--- config.mk ---
export PLATFORM = sky130hd
export DESIGN_NAME = dmh_ctrl
export DESIGN_NICKNAME = d
export VERILOG_FILES = /design/src/rtl/core/dmh_pkg.sv /design/src/rtl/core/dmh_ctrl.sv
export SDC_FILE = /design/constraint.sdc
export NUM_CORES = 1
export LEC_CHECK = 0
export ABC_AREA = 1
export BUFFER_PORTS_ARGS = -buffer_cell sky130_fd_sc_hd__buf_2
export CORE_AREA = 2 2 39 41
export CTS_BUF_LIST = sky130_fd_sc_hd__clkbuf_8 sky130_fd_sc_hd__clkbuf_16
export DETAILED_ROUTE_END_ITERATION = 8
export DIE_AREA = 0 0 41 43
export RECOVER_POWER = 50
export SYNTH_ARGS = -nofsm -noshare
export SYNTH_HDL_FRONTEND = slang
export SYNTH_SLANG_ARGS = --single-unit
--- constraint.sdc ---
create_clock -name clk -period 1.35 [get_ports clk]
set_input_delay 0.0675 -clock clk [delete_from_list [all_inputs] [get_ports clk]]
set_output_delay 0.0675 -clock clk [all_outputs]
set_load 0.01 [all_outputs]
--- src/rtl/core/dmh_pkg.sv ---
// shared types, sizes and codes for the deadline min-heap timer queue
// no dependencies; used by every module of the block but the ram
`timescale 1ns / 1ps

package dmh_pkg;

    localparam int CAPACITY = 32;
    localparam int TAG_BITS = 16;

    localparam int IDX_W = $clog2(CAPACITY);
    localparam int CNT_W = $clog2(CAPACITY + 1);
    localparam int KID_W = IDX_W + 2;
    localparam int DL_W  = 64;
    localparam int ENT_W = DL_W + TAG_BITS;

    localparam logic OP_ARM   = 1'b0;
    localparam logic OP_CHECK = 1'b1;

    localparam logic [1:0] ST_ARMED = 2'd0;
    localparam logic [1:0] ST_FULL  = 2'd1;
    localparam logic [1:0] ST_FIRED = 2'd2;
    localparam logic [1:0] ST_IDLE  = 2'd3;

    typedef struct packed {
        logic        operation;
        logic [63:0] deadline;
        logic [15:0] timer_tag;
        logic [63:0] current_time;
    } item_t;

    typedef struct packed {
        logic [1:0]  status;
        logic [15:0] fired_tag;
        logic [63:0] fired_deadline;
        logic [5:0]  pending_count;
    } result_t;

    typedef struct packed {
        logic [DL_W-1:0]     deadline;
        logic [TAG_BITS-1:0] tag;
    } entry_t;

    // commands from the controller to the datapath
    typedef struct packed {
        logic load;
        logic rsp_full;
        logic rsp_idle;
        logic rd_parent;
        logic arm_move;
        logic arm_place;
        logic rd_root;
        logic fire;
        logic fire_last;
        logic rd_kids;
        logic dn_move;
        logic dn_place;
    } cmd_t;

    // status from the datapath to the controller
    typedef struct packed {
        logic op;
        logic full;
        logic empty;
        logic at_root;
        logic move_up;
        logic due;
        logic last_one;
        logic dn_stop;
    } sts_t;

endpackage

--- src/rtl/core/dmh_ctrl.sv ---
// controller state machine for the timer queue: sequences arm, check and sifts
// depends on dmh_pkg
`timescale 1ns / 1ps

module dmh_ctrl (
    input  logic          clk,
    input  logic          rst_n,
    input  logic          start,
    output logic          busy,
    input  dmh_pkg::sts_t sts,
    output dmh_pkg::cmd_t cmd
);

    localparam logic [2:0] S_IDLE    = 3'd0;
    localparam logic [2:0] S_ARM_RD  = 3'd1;
    localparam logic [2:0] S_ARM_CMP = 3'd2;
    localparam logic [2:0] S_CHK_RD  = 3'd3;
    localparam logic [2:0] S_CHK_CMP = 3'd4;
    localparam logic [2:0] S_DN_RD   = 3'd5;
    localparam logic [2:0] S_DN_CMP  = 3'd6;

    logic [2:0] state_reg;
    logic [2:0] state_next;

    always_ff @(posedge clk or negedge rst_n)
    begin
        if (!rst_n)
        begin
            state_reg <= S_IDLE;
        end
        else
        begin
            state_reg <= state_next;
        end
    end

    assign busy = (state_reg != S_IDLE);

    always_comb
    begin
        state_next = state_reg;
        cmd        = '0;
        case (state_reg)
            S_IDLE:
            begin
                if (start)
                begin
                    if (sts.op == dmh_pkg::OP_ARM)
                    begin
                        if (sts.full)
                        begin
                            cmd.rsp_full = 1'b1;
                        end
                        else
                        begin
                            cmd.load   = 1'b1;
                            state_next = S_ARM_RD;
                        end
                    end
                    else
                    begin
                        if (sts.empty)
                        begin
                            cmd.rsp_idle = 1'b1;
                        end
                        else
                        begin
                            cmd.load   = 1'b1;
                            state_next = S_CHK_RD;
                        end
                    end
                end
            end
            S_ARM_RD:
            begin
                if (sts.at_root)
                begin
                    cmd.arm_place = 1'b1;
                    state_next    = S_IDLE;
                end
                else
                begin
                    cmd.rd_parent = 1'b1;
                    state_next    = S_ARM_CMP;
                end
            end
            S_ARM_CMP:
            begin
                if (sts.move_up)
                begin
                    cmd.arm_move = 1'b1;
                    state_next   = S_ARM_RD;
                end
                else
                begin
                    cmd.arm_place = 1'b1;
                    state_next    = S_IDLE;
                end
            end
            S_CHK_RD:
            begin
                cmd.rd_root = 1'b1;
                state_next  = S_CHK_CMP;
            end
            S_CHK_CMP:
            begin
                if (!sts.due)
                begin
                    cmd.rsp_idle = 1'b1;
                    state_next   = S_IDLE;
                end
                else if (sts.last_one)
                begin
                    cmd.fire_last = 1'b1;
                    state_next    = S_IDLE;
                end
                else
                begin
                    cmd.fire   = 1'b1;
                    state_next = S_DN_RD;
                end
            end
            S_DN_RD:
            begin
                cmd.rd_kids = 1'b1;
                state_next  = S_DN_CMP;
            end
            S_DN_CMP:
            begin
                if (sts.dn_stop)
                begin
                    cmd.dn_place = 1'b1;
                    state_next   = S_IDLE;
                end
                else
                begin
                    cmd.dn_move = 1'b1;
                    state_next  = S_DN_RD;
                end
            end
            default:
            begin
                state_next = S_IDLE;
            end
        endcase
    end

    // a transfer is only taken from idle
    assert property (@(posedge clk) disable iff (!rst_n)
        cmd.load |-> (state_reg == S_IDLE) && start)
        else $error("load outside idle");

    // an arm compare is always entered from an arm read
    assert property (@(posedge clk) disable iff (!rst_n)
        (state_reg == S_ARM_CMP) |-> $past(state_reg) == S_ARM_RD)
        else $error("arm compare without read");

    assert property (@(posedge clk) disable iff (!rst_n)
        (state_reg == S_DN_RD) |-> ($past(state_reg) == S_CHK_CMP)
                                   || ($past(state_reg) == S_DN_CMP))
        else $error("sift-down entered from wrong state");

endmodule

Yosys cells after proc, flatten, opt, wreduce, memory -nomap -nowiden

Cells that the tools add are included.

Input bits: 11
Flip-flop bits (word level): 3
Word-level logic and storage cells: 50

Equality and inequality tests: 9
Reduce and logical (&&, ||, !) cells: 3
Mux-type cells: 37

Operators with widths:

| operator                                             | count |
|---|---|
| two-way mux 3 bit                                    | 8 |
| two-way mux 1 bit                                    | 21 |
| one-hot mux 3 bit (7 select lines)                   | 1 |
| two-way mux 2 bit                                    | 5 |
| equality test 3 bit (second input constant)          | 3 |
| equality test 3 x 2 -> 1 bit (second input constant) | 2 |
| inequality test 3 bit (second input constant)        | 2 |
| one-hot mux 1 bit (2 select lines)                   | 2 |
| equality test 3 x 1 -> 1 bit (second input constant) | 1 |
| logical NOT 3 bit                                    | 1 |
| AND reduction 3 bit                                  | 1 |
| nonzero test 3 bit                                   | 1 |
| inequality test 2 bit (second input constant)        | 1 |

Longest topological paths before layout

Depth in word-level cells: 4
Mapped depth: 7
Gate-level depth less buffers: 6

Worst setup path after synthesis

Ideal clock, no wire load.

Kind: flip-flop to output port
Start point: register state_reg[1]
End point: output port cmd[10] (netlist name)
Path buffers: 1
Setup slack: 0.267 ns
Data required time: 1.283 ns
Arrival time: 1.016 ns
Stages on the path, launching flop included: 5
Cell sequence: dfrtp_1 buf_6 nor2_4 nand2_4 nor3b_1

RTL lines:

| what                   | RTL line       | source |
|---|---|---|
| from (decl)            | dmh_ctrl.sv:22 | `logic [2:0] state_reg;` |
| from (signal assigned) | dmh_ctrl.sv:33 | `state_reg <= state_next;` |
| to (decl)              | dmh_ctrl.sv:11 | `output dmh_pkg::cmd_t cmd` |

==> impl_metrics.sql <==
INSERT INTO impl_metrics (metric_group, metric, value, unit) VALUES
('worst_setup_path', 'startpoint_type', 'flip-flop', ''),
('sta', 'setup-violations-final', '0', ''),
('detailed_routing', 'avgViaCountPerCell', '4.30', ''),
('sta', 'setup-tns-final', '0', 'ns'),
('power', 'p_per_area', '2070', 'mW/mm^2'),
('logic_synthesis', 'ys_seq_elements', '3', ''),
('die', 'floorplan.io_pins', '24', ''),
('global_routing', 'grt_first_pass_wirelength', '1.32', 'mm'),
('worst_hold_path', 'timing.hold.worst.class', 'in -> async', ''),
('cells_and_area', 'largest_reg_flops', '3', ''),
('clocking', 'cts_h_tree_depth', '1', ''),
('logic_synthesis', 'yosys_most_used_dff', 'sky130_fd_sc_hd__dfrtp_1', ''),
('worst_setup_path', 'data_arrival_critical_path', '1.24', 'ns'),
('place', 'io_buffer_count', '23', ''),
('worst_setup_path', 'r2r-start', 'state_reg[1]$_DFFE_PN0P_', ''),
('worst_setup_path', 'critical_path_peak_fanout', '4', ''),
('cells_and_area', 'final.fill_count', '156', ''),
('worst_setup_path', 'r2r_setup_slack', '0.28', 'ns'),
('cells_and_area', 'area.growth.synth_to_final', '67.1', '%'),
('logic_synthesis', 'synth_warn', '0', ''),
('global_routing', 'grt_antenna_before_repair', '0', ''),
('logic_synthesis', 'syn-mean-instance-area', '6.21', 'um^2'),
('outcome', 'outcome', 'finished, final reports clean', ''),
('die', 'core', '0.00138', 'mm^2'),
('clocking', 'numCtsBuffers', '3', ''),
('detailed_routing', 'routed-via-count', '426', ''),
('detailed_routing', 'detail_route.wirelength', '868', 'um'),
('logic_synthesis', 'synth_cell_type_count', '16', ''),
('sta', 'final_period_demand_of_the_worst_path', '1.31', 'ns'),
('sta', 'post-route-period-util', '0.968', ''),
('die', 'initial_utilization', '0.233', ''),
('cells_and_area', 'final_layout_size_suffix_gt1_frac', '0.482', ''),
('worst_setup_path', 'r2r_cells', '6', ''),
('power', 'vdd_drop_max', '956', 'uV'),
('detailed_routing', 'number_of_drc_violations_after_detailed_routing_iteration_0', '5', ''),
('detailed_routing', 'drt-wirelength-per-cell', '8.77', 'um'),
('die', 'cell_row_count', '14', ''),
('sta', 'worst_slew_margin_rel', '0.858', ''),
('detailed_routing', 'firstDrtPassIters', '4', ''),
('logic_synthesis', 'post_synth_instance_area', '323', 'um^2'),
('die', 'design.die.area', '0.00176', 'mm^2'),
('sta', 'setup_repair_after_global_routing_missed_its_margin', 'true', ''),
('sta', 'final_hold_violation_count', '0', ''),
('clocking', 'cts-root-buf', 'sky130_fd_sc_hd__clkbuf_8', ''),
('global_routing', 'grt-ovfl-total', '0', ''),
('logic_synthesis', 'synth_common_cells', 'sky130_fd_sc_hd__inv_1 (13), sky130_fd_sc_hd__nand2_1 (10), sky130_fd_sc_hd__nand3_1 (4), sky130_fd_sc_hd__nand4_1 (4), sky130_fd_sc_hd__nor2_1 (4)', ''),
('clocking', 'tritoncts', 'built', ''),
('cells_and_area', 'nets', '95', ''),
('global_routing', 'grt.total_usage', '0.114', ''),
('cells_and_area', 'seqCellArea', '78.8', 'um^2'),
('detailed_routing', 'drc', '0', ''),
('logic_synthesis', 'synthesis.instances', '52', ''),
('logic_synthesis', 'synthDominantCellAreaShare', '0.233', ''),
('power', 'report.power.total', '1120', 'uW'),
('worst_setup_path', 'worst_path_required', '1.28', 'ns'),
('place', 'dp_hpwl', '691', 'um'),
('detailed_routing', 'final_antenna_net_count', '0', ''),
('worst_setup_path', 'r2r-end', 'state_reg[1]$_DFFE_PN0P_', ''),
('clocking', 'clock_latency_of_the_later_clocked_register_in_the_worst_skew_pair', '0.22', 'ns'),
('sta', 'clock.fmax', '0.765', 'GHz'),
('worst_setup_path', 'setup.worst_path.class', 'reg -> out', ''),
('logic_synthesis', 'synth_largest_area_cell', 'sky130_fd_sc_hd__dfrtp_1', ''),
('logic_synthesis', 'synth_seq_area_share', '0.233', ''),
('worst_setup_path', 'timing.critical_path.to_type', 'output pin', ''),
('job', 'max_cap_viol_count', '0', ''),
('die', 'die_height', '43', 'um'),
('logic_synthesis', 'postSynthNetCount', '63', ''),
('cells_and_area', 'multi_input_comb_area', '181', 'um^2'),
('die', 'die_width', '41', 'um'),
('clocking', 'cts_buffer_depth', '2', ''),
('logic_synthesis', 'ys_async_sr_fraction', '1.00', '');
## what timing repair did
| action | 4_1_cts | 5_1_grt |
|---|---|---|
| hold buffers | 1 | 0 |
| endpoints found under the hold margin | 3 | 0 |
| resized for setup | 2 | 3 |
| setup endpoints to repair | 2 | 3 |
| pin swaps | 0 | 1 |
| setup buffers | 1 | 3 |
## critical path: stages, from the launching register on
cell                      delay [ns]
sky130_fd_sc_hd__dfrtp_2        0.43
sky130_fd_sc_hd__buf_4          0.16
sky130_fd_sc_hd__nor2_4         0.11
sky130_fd_sc_hd__nand2_1        0.07
sky130_fd_sc_hd__o22ai_1        0.10
sky130_fd_sc_hd__buf_2          0.15
## cell families (layout without fill, tap and decap cells)
logic type,count (synthesis),in the layout,synth area share
flops,3,3,0.233
simple gates,28,28,0.469
buf+inv,17,48,0.221
compound gates,4,4,0.0775
## worst max-delay path by stage
stage / start / end / cells past startpoint / slack [ns]
2_1_floorplan: state_reg[1]$_DFFE_PN0P_ / cmd[10] / 4 / 0.27
6_report: state_reg[1]$_DFFE_PN0P_ / cmd[6] / 5 / 0.04
5_1_grt: state_reg[1]$_DFFE_PN0P_ / cmd[9] / 6 / -0.02
4_1_cts: state_reg[0]$_DFFE_PN0P_ / cmd[9] / 6 / 0.01
3_3_place_gp: state_reg[1]$_DFFE_PN0P_ / cmd[10] / 4 / 0.24
3_5_place_dp: state_reg[1]$_DFFE_PN0P_ / cmd[9] / 6 / 0.18
## layer usage
metal / vias up / wire length (um) / GRT usage
met4: 0 / 27 / 0.100
li1: 225 / - / -
met3: 2 / 65 / 0.0157
met5: - / 0 / 0
met1: 181 / 365 / 0.129
met2: 18 / 411 / 0.172
## area by class of cell
type | count | share of cell area
Multi-Input combinational cell | 32 | 0.336
Timing Repair Buffer | 28 | 0.285
Sequential cell | 3 | 0.146
Inverter | 16 | 0.111
Clock buffer | 3 | 0.0766
Tap cell | 16 | 0.0371
Clock inverter | 1 | 0.00696
## cell usage in the layout, fill, tap and decap left out, types with 2 or more instances in the layout
cell type and count:
sky130_fd_sc_hd__inv_1 14, sky130_fd_sc_hd__nand3_1 4, sky130_fd_sc_hd__inv_2 3, sky130_fd_sc_hd__nand2_1 10
sky130_fd_sc_hd__nor4_1 2, sky130_fd_sc_hd__clkbuf_8 3, sky130_fd_sc_hd__nor2_4 2, sky130_fd_sc_hd__nor2_1 4
sky130_fd_sc_hd__nand4_1 4, sky130_fd_sc_hd__buf_2 22, sky130_fd_sc_hd__dfrtp_2 3, sky130_fd_sc_hd__o21ai_1 2
sky130_fd_sc_hd__buf_4 4
## through the flow
stage / utilization / std cells / setup slack [ns] / area, um^2
global route: 0.390 / 99 / -0.0243 / 539
global placement: 0.323 / 90 / 0.238 / 447
detailed placement: 0.323 / 90 / 0.183 / 447
floorplan: - / 52 / 0.267 / 323
finish: 0.390 / 99 / 0.0426 / 539
CTS: 0.370 / 96 / 0.0101 / 512
## report_power, final
part | switching [uW] | internal, uW | leakage [uW]
Combinational | 362 | 284 | 0.000304
Clock | 66.1 | 194 | 0.0000269
Sequential | 71.1 | 140 | 0.0000348
Total | 499 | 618 | 0.000366
No activity file was read; power rests on OpenSTA's default activity.
